--- config.mk ---
export PLATFORM = sky130hd
export DESIGN_NAME = pst_fifo
export DESIGN_NICKNAME = d
export VERILOG_FILES = /design/src/hdl/pst_fifo.sv
export SDC_FILE = /design/constraint.sdc
export NUM_CORES = 1
export LEC_CHECK = 0
export BUFFER_PORTS_ARGS = -buffer_cell sky130_fd_sc_hd__buf_2
export CAP_MARGIN = 10
export CORE_MARGIN = 5
export CORE_UTILIZATION = 25
export CTS_BUF_LIST = sky130_fd_sc_hd__clkbuf_4 sky130_fd_sc_hd__clkbuf_8
export DETAILED_ROUTE_END_ITERATION = 6
export PLACE_DENSITY = 0.45
export RECOVER_POWER = 50
export SLEW_MARGIN = 20
export SYNTH_ARGS = -nofsm -noshare
export SYNTH_HDL_FRONTEND = slang
export SYNTH_SLANG_ARGS = --single-unit
--- constraint.sdc ---
create_clock -name clk -period 3.3 [get_ports clk]
set_input_delay 0.33 -clock clk [delete_from_list [all_inputs] [get_ports clk]]
set_output_delay 0.33 -clock clk [all_outputs]
set_load 0.005 [all_outputs]
--- src/hdl/pst_fifo.sv ---
// Small register queue with push/full and pop/empty sides.
// Generic in width and depth; no package dependency.
module pst_fifo #(
  parameter int WIDTH = 8,
  parameter int DEPTH = 2
) (
  input  logic             clk,
  input  logic             rst,
  input  logic             push,
  output logic             full,
  input  logic [WIDTH-1:0] wdata,
  input  logic             pop,
  output logic             empty,
  output logic [WIDTH-1:0] rdata
);

  localparam int PTR_W = (DEPTH > 1) ? $clog2(DEPTH) : 1;
  localparam int CNT_W = $clog2(DEPTH + 1);
  localparam logic [PTR_W-1:0] LAST = PTR_W'(DEPTH - 1);
  localparam logic [CNT_W-1:0] FULL_CNT = CNT_W'(DEPTH);

  logic [WIDTH-1:0] mem [DEPTH];
  logic [PTR_W-1:0] wr_ptr;
  logic [PTR_W-1:0] rd_ptr;
  logic [CNT_W-1:0] count;
  logic             do_push;
  logic             do_pop;

  assign full    = (count == FULL_CNT);
  assign empty   = (count == '0);
  assign do_push = push && !full;
  assign do_pop  = pop && !empty;
  assign rdata   = mem[rd_ptr];

  // Store the incoming word
  always_ff @(posedge clk) begin
    if (do_push) begin
      mem[wr_ptr] <= wdata;
    end
  end

  // Advance pointers and track fill level
  always_ff @(posedge clk) begin
    if (rst) begin
      wr_ptr <= '0;
      rd_ptr <= '0;
      count  <= '0;
    end else begin
      if (do_push) begin
        wr_ptr <= (wr_ptr == LAST) ? '0 : wr_ptr + 1'b1;
      end
      if (do_pop) begin
        rd_ptr <= (rd_ptr == LAST) ? '0 : rd_ptr + 1'b1;
      end
      if (do_push && !do_pop) begin
        count <= count + 1'b1;
      end else if (do_pop && !do_push) begin
        count <= count - 1'b1;
      end
    end
  end

endmodule

==> results.md, run 1 <==
* Status: complete, no violations
* GRT Overall Usage at 0.0646
* WL/cell at 11.1 µm
* WHS Endpoint: mem[0][3]
* Final setup viols at 0
* Final Hold Viols at 0
* P_sw at 192 µW
* N_diodes at 0
* Most frequent cells in the layout: 16 x edfxtp_1, 13 x buf_2, 8 x mux2_2, 8 x clkbuf_1
* CTS tree: built
* Pint at 489 µW
* Post-CTS Hold Buffers at 0
* Slew HR at 0.617
* Port bufs at 21
* Final period util at 0.511
* Critical path type: reg2out
* Switching Share at 0.282
* Cts repair resizes at 0
* Antenna viol nets, final at 0
* Yosys warns at 0
* Final Critical Period at 1.68 ns
* GRT Residual Overflow at 0
* Area growth syn-to-layout at 21.8%
* LEAKAGE at 0.000357 µW
* Vias in the first global route at 511
* Worst R2R Start: count[1]
* Register share of total power at 0.545
* Hpwl dp at 992 µm
* Detailed Route WL at 1.31 mm
* RSZ-0062 raised after global routing: no
* Fin cells at 118
* Worst Path Required at 2.97 ns
* Cts bufs inserted at 3
* Register area share after synthesis at 0.732
* Least-Margin Pin Slew at 0.574 ns
* Worst-case reg-to-reg path depth at 5
* Max Fanout on Critical Path at 8
* Max frequency at 594 MHz
* Min-Delay Startpoint: wdata[3]
* Power share of the combinational group at 0.274
* Final setup TNS at 0 ns
* First-pass GRT wire length at 2.11 mm
* NumNets Final at 88
* Via density at 3.96
* Post-CTS Setup Bufs at 0
* WHS Path Cells at 1
* Skew-Pair Late Insertion Delay at 0.29 ns
* Clock power frac at 0.181
* Clock Skew at 0.00803 ns
* Die ar. at 4400 µm²
* Flop-to-flop setup slack at 1.69 ns
* Worst setup SP type: register
* Yosys reg bits at 21
* Clock Tree Root: clkbuf_4
* Syn Inst Count at 50
* Placer Congestion at 0.743
* Height of the die at 66.3 µm
* Post-Synthesis Mean Instance Area at 15.9 µm²
* Core ar. at 3050 µm²
* Total of max-cap violations at 0
* Final instance area at 966 µm²
* Most common cell after layout, fill and taps aside: edfxtp_1
* Io pins at 22
* Reg-to-reg endpoint: count[1]
* Initial DRC count at 9
* Initial antenna violation count at 0
* Sink Count at 21
* Pin count of the biggest net entering global routing at 12
* Count of different cell masters after synthesis at 13
* Share of layout cells above drive strength 1 at 0.338
* Peak VDD IR at 0.248 mV
* Initial Util at 0.260
* DR vias at 467
* Die width at 66.3 µm
* Placed Cells at 114
* DRC viols at 0
* Std cell rows at 20
* CTS H-Tree Depth at 1
* Final Max Slew Viols at 0
* Hold crit path type: in2reg
* Synth Cell Area at 793 µm²
* Worst path arrival time at 1.35 ns
* Clock Tree Buf Depth at 2
* Clk slew on worst S/H paths at 0.11 ns
* Placed inst area at 948 µm²
* Post-Syn Nets at 63
* Power Density at 705 nW/µm²
* Drt first pass iters at 2
* CP Capture Type: output pin
layer usage:
metal / part of all wire / GRT usage / vias up
met5: 0 / 0 / -
met4: 0.0091 / 0.0381 / 0
met3: 0.071 / 0.0204 / 2
met2: 0.50 / 0.113 / 14
met1: 0.42 / 0.0668 / 224
li1: - / - / 227
how the worst max path moves through the flow:
stage | start | endpoint | cells past startpoint
2_1_floorplan | count[0] | count[1] | 4
3_3_place_gp | count[0] | count[1] | 4
3_5_place_dp | count[0] | count[1] | 4
4_1_cts | register | rdata[1] | 2
5_1_grt | register | rdata[1] | 2
6_report | register | rdata[0] | 2
cell usage after synthesis:
master	count	area [µm²]
edfxtp_1	16	480
and2_1	1	6.26
buf_2	1	5.00
mux2_2	8	90.1
xor2_1	3	26.3
a21oi_1	2	10.0
ha_1	1	12.5
dfxtp_1	5	100
nor2b_2	1	8.76
nor2_1	5	18.8
or3_1	2	12.5
o21ai_0	3	15.0
inv_1	2	7.51
metrics by stage:
step / setup WS (ns) / hold slack [ns] / utilization / power [µW]
CTS: 1.55 / 0.207 / 0.320 / 705
detailed placement: 1.75 / 0.476 / 0.311 / 577
global placement: 1.78 / 0.481 / 0.311 / 572
finish: 1.62 / 0.220 / 0.316 / 681
global route: 1.52 / 0.206 / 0.316 / 732
floorplan: 1.84 / 0.399 / - / 498
state kept, by name, summed over array words and instances, names as in the netlist, named ones only:
signal  cells
wr_ptr      1
mem        16
rd_ptr      1
count       2
final cells by class:
type / count / area, µm²
fillers: 331 / 2090
multi-input cells: 26 / 198
repair buffers: 21 / 95.1
clock buffers: 4 / 30.0
well taps: 44 / 55.1
flip-flops and latches: 21 / 581
inverters: 2 / 7.51
cell families after synthesis:
logic type	after synthesis	share of synthesized area
AO/OA/AOI/OAI	5	0.0315
XOR/XNOR	3	0.0331
adder cells (fa/ha/maj)	1	0.0158
buffers and inverters	3	0.0158
flip-flops	21	0.732
multiplexers	8	0.114
AND/OR/NAND/NOR	9	0.0584
power groups by stage:
| stage | Clock [µW] | Sequential (µW) | Combinational (µW) |
|---|---|---|---|
| final | 123 | 371 | 187 |
| after global routing | 141 | 379 | 212 |
| after CTS | 133 | 374 | 198 |
| after detailed placement | 0 | 381 | 196 |
| after global placement | 0 | 378 | 194 |
| after floorplan | 0 | 360 | 138 |
worst max-delay path, cell delays in order, from the launching register on:
cell and delay, ns:
dfxtp_1 0.57, mux2_2 0.38, buf_2 0.13
Power figures use the tool's default switching activity.
==> inputs of run 2 (changes only) <==
Settings changed: PLACE_DENSITY 0.45 to 0.47.
Clock period 3.3 ns to 1.4 ns, I/O delays scaled along.
==> results.md, run 2 (same netlist as run 1, synthesis figures left out) <==
* LEAKAGE at 0.000465 µW (+30%)
* Final Util at 0.373 (+0.0566)
* Cts bufs inserted at 3 (unchanged)
* Die ar. at 4400 µm² (unchanged)
* Largest register FFs at 16 (unchanged)
* Final period util at 1.01
* Worst path arrival time at 1.65 ns (+0.30 ns)
* DRC viols at 0 (unchanged)
* Io pins at 22 (unchanged)
* GRT Overall Usage at 0.0733 (+0.00872)
* Height of the die at 66.3 µm (unchanged)
* GRT Residual Overflow at 0 (unchanged)
* Core ar. at 3050 µm² (unchanged)
* Skew-Pair Late Insertion Delay at 0.29 ns (about the same)
* N_diodes at 0 (unchanged)
* Antenna viol nets, final at 0 (unchanged)
* Initial Util at 0.260 (unchanged)
* CP Capture Type: register
* NumNets Final at 98 (+11%)
* Port bufs at 21 (unchanged)
* Final Max Slew Viols at 0 (unchanged)
* WHS Path Cells at 1 (unchanged)
* Die width at 66.3 µm (unchanged)
* Final Hold Slack at 0.0266 ns (-0.193 ns)
* Slew HR at 0.861 (+0.244)
* GR Layer Usage met3 at 0.0408 (+0.0204)
* Layer with the highest usage: met2
* Sink Count at 21 (unchanged)
* Clock Tree Root: clkbuf_4
* Placer Congestion at 0.677 (-8.9%)
* Clock power frac at 0.145 (-0.036)
* Placed inst area at 1010 µm² (+6.1%)
* First-pass GRT wire length at 2.42 mm (+14%)
* Vias in the first global route at 546 (+6.8%)
* Most frequent cells in the layout: 20 x buf_2, 16 x edfxtp_1, 8 x mux2_4, 8 x buf_4, 4 x nor2_1
* Total of max-cap violations at 0 (unchanged)
* Hpwl dp at 981 µm (-1.1%)
* Worst setup SP type: register
* Clk slew on worst S/H paths at 0.11 ns (about the same)
* Final setup viols at 1 (+1)
* Met2 Use GR at 0.119 (+0.00620)
* Pin count of the biggest net entering global routing at 13 (+1)
* Failing checks: negative setup slack
* CTS H-Tree Depth at 1 (unchanged)
* Final instance area at 1140 µm² (+18%)
* Clock Tree Buf Depth at 2 (unchanged)
* Initial antenna violation count at 0 (unchanged)
* Most common cell after layout, fill and taps aside: buf_2
* Drt first pass iters at 3 (+1)
* Switching Share at 0.289 (+0.00735)
* Power share of the combinational group at 0.387 (+0.113)
* Largest register by flop count: mem
* Power Density at 1700 nW/µm² (+140%)
* DR vias at 485 (+3.9%)
* CTS tree: built
* Area growth syn-to-layout at 43.5%
* Share of layout cells above drive strength 1 at 0.583 (+0.245)
* Max frequency at 705 MHz
* Final setup TNS at -0.0185 ns (-0.0185 ns)
* P_sw at 560 µW (+190%)
* Pint at 1380 µW (+180%)
* Register share of total power at 0.468 (-0.077)
* RSZ-0062 raised after global routing: yes
* WL/cell at 11.3 µm (+1.9%)
* Status: complete, but fails checks
* Least-Margin Pin Slew at 0.207 ns (-0.367 ns)
* Critical path type: reg2reg
* Final Critical Period at 1.42 ns
* Clock Skew at 0.00210 ns (-0.00593 ns)
* GR Layer Usage met1 at 0.0842 (+0.0174)
* Worst-case reg-to-reg path depth at 6 (+1)
* Pre-CTS setup slack at -0.00818 ns (-1.75 ns)
* Via density at 3.79 (-4.3%)
* Final Hold Viols at 0 (unchanged)
* Initial DRC count at 18 (+9)
* Top flop regs: mem x16, count x2
* Worst Path Required at 1.63 ns (-1.34 ns)
* Std cell rows at 20 (unchanged)
* Hold crit path type: in2reg
* Max Fanout on Critical Path at 4 (-4)
* Peak VDD IR at 0.917 mV (+270%)
* Setup slack after layout at -0.0185 ns (-1.63 ns)
* Detailed Route WL at 1.45 mm (+11%)
-- run 2: cell types whose count changed in the layout (fill, tap and decap cells not counted), sizes merged --
cell / before / now
clkinv: 0 / 1
buf: 13 / 29
dlygate4sd3: 0 / 1
clkbuf: 12 / 4
-- run 2: layout make-up --
type                    count  area (µm²)
fillers                   325        1910
repair buffers             31         194
multi-input cells          26         265
well taps                  44        55.1
flip-flops and latches     21         589
inverters                   2        7.51
clock buffers               3        22.5
clock inverters             1        5.00
-- run 2: stage by stage --
stage | cells | total power (µW)
2_1_floorplan | 50 | 1190
3_3_place_gp | 119 | 1460
3_5_place_dp | 119 | 1470
4_1_cts | 127 | 1880
5_1_grt | 128 | 2080
6_report | 128 | 1940
-- run 2: timing repair --
item,in CTS,in global routing
pin swaps,4,1
buffers inserted,4,0
gates resized for setup,8,10
hold buffers,0,1
setup endpoints to repair,9,7
endpoints found under the hold margin,0,2
cloned,0,0
-- run 2: per-layer routing --
metal  vias up  part of all wire
li1        247                 -
met1       222              0.45
met2        16              0.46
met3         0             0.085
met4         0                 0
met5         -                 0
-- run 2: critical path: stages (launching register included) --
cell and delay (ns):
dfxtp_4 0.38, nor2b_4 0.13, nor2_2 0.06, ha_4 0.15, xor2_1 0.15, or3_1 0.34
a21oi_2 0.13
-- run 2: path summary, 6_finish.rpt --
| path | startpoint | endpoint | slack [ns] |
|---|---|---|---|
| worst min register to register | wr_ptr | wr_ptr | 0.51 |
| worst max register to register | count[0] | count[1] | -0.02 |
| worst max-delay path | count[0] | count[1] | -0.02 |
| worst min-delay path | wdata[2] | mem[0][2] | 0.03 |
-- run 2: power by group through the flow --
| stage | Combinational [µW] | Sequential (µW) | Clock [µW] |
|---|---|---|---|
| 4_1_cts | 691 | 895 | 298 |
| 5_1_grt | 835 | 925 | 324 |
| 3_3_place_gp | 566 | 899 | 0 |
| 3_5_place_dp | 568 | 905 | 0 |
| 6_report | 750 | 908 | 280 |
| 2_1_floorplan | 335 | 860 | 0 |
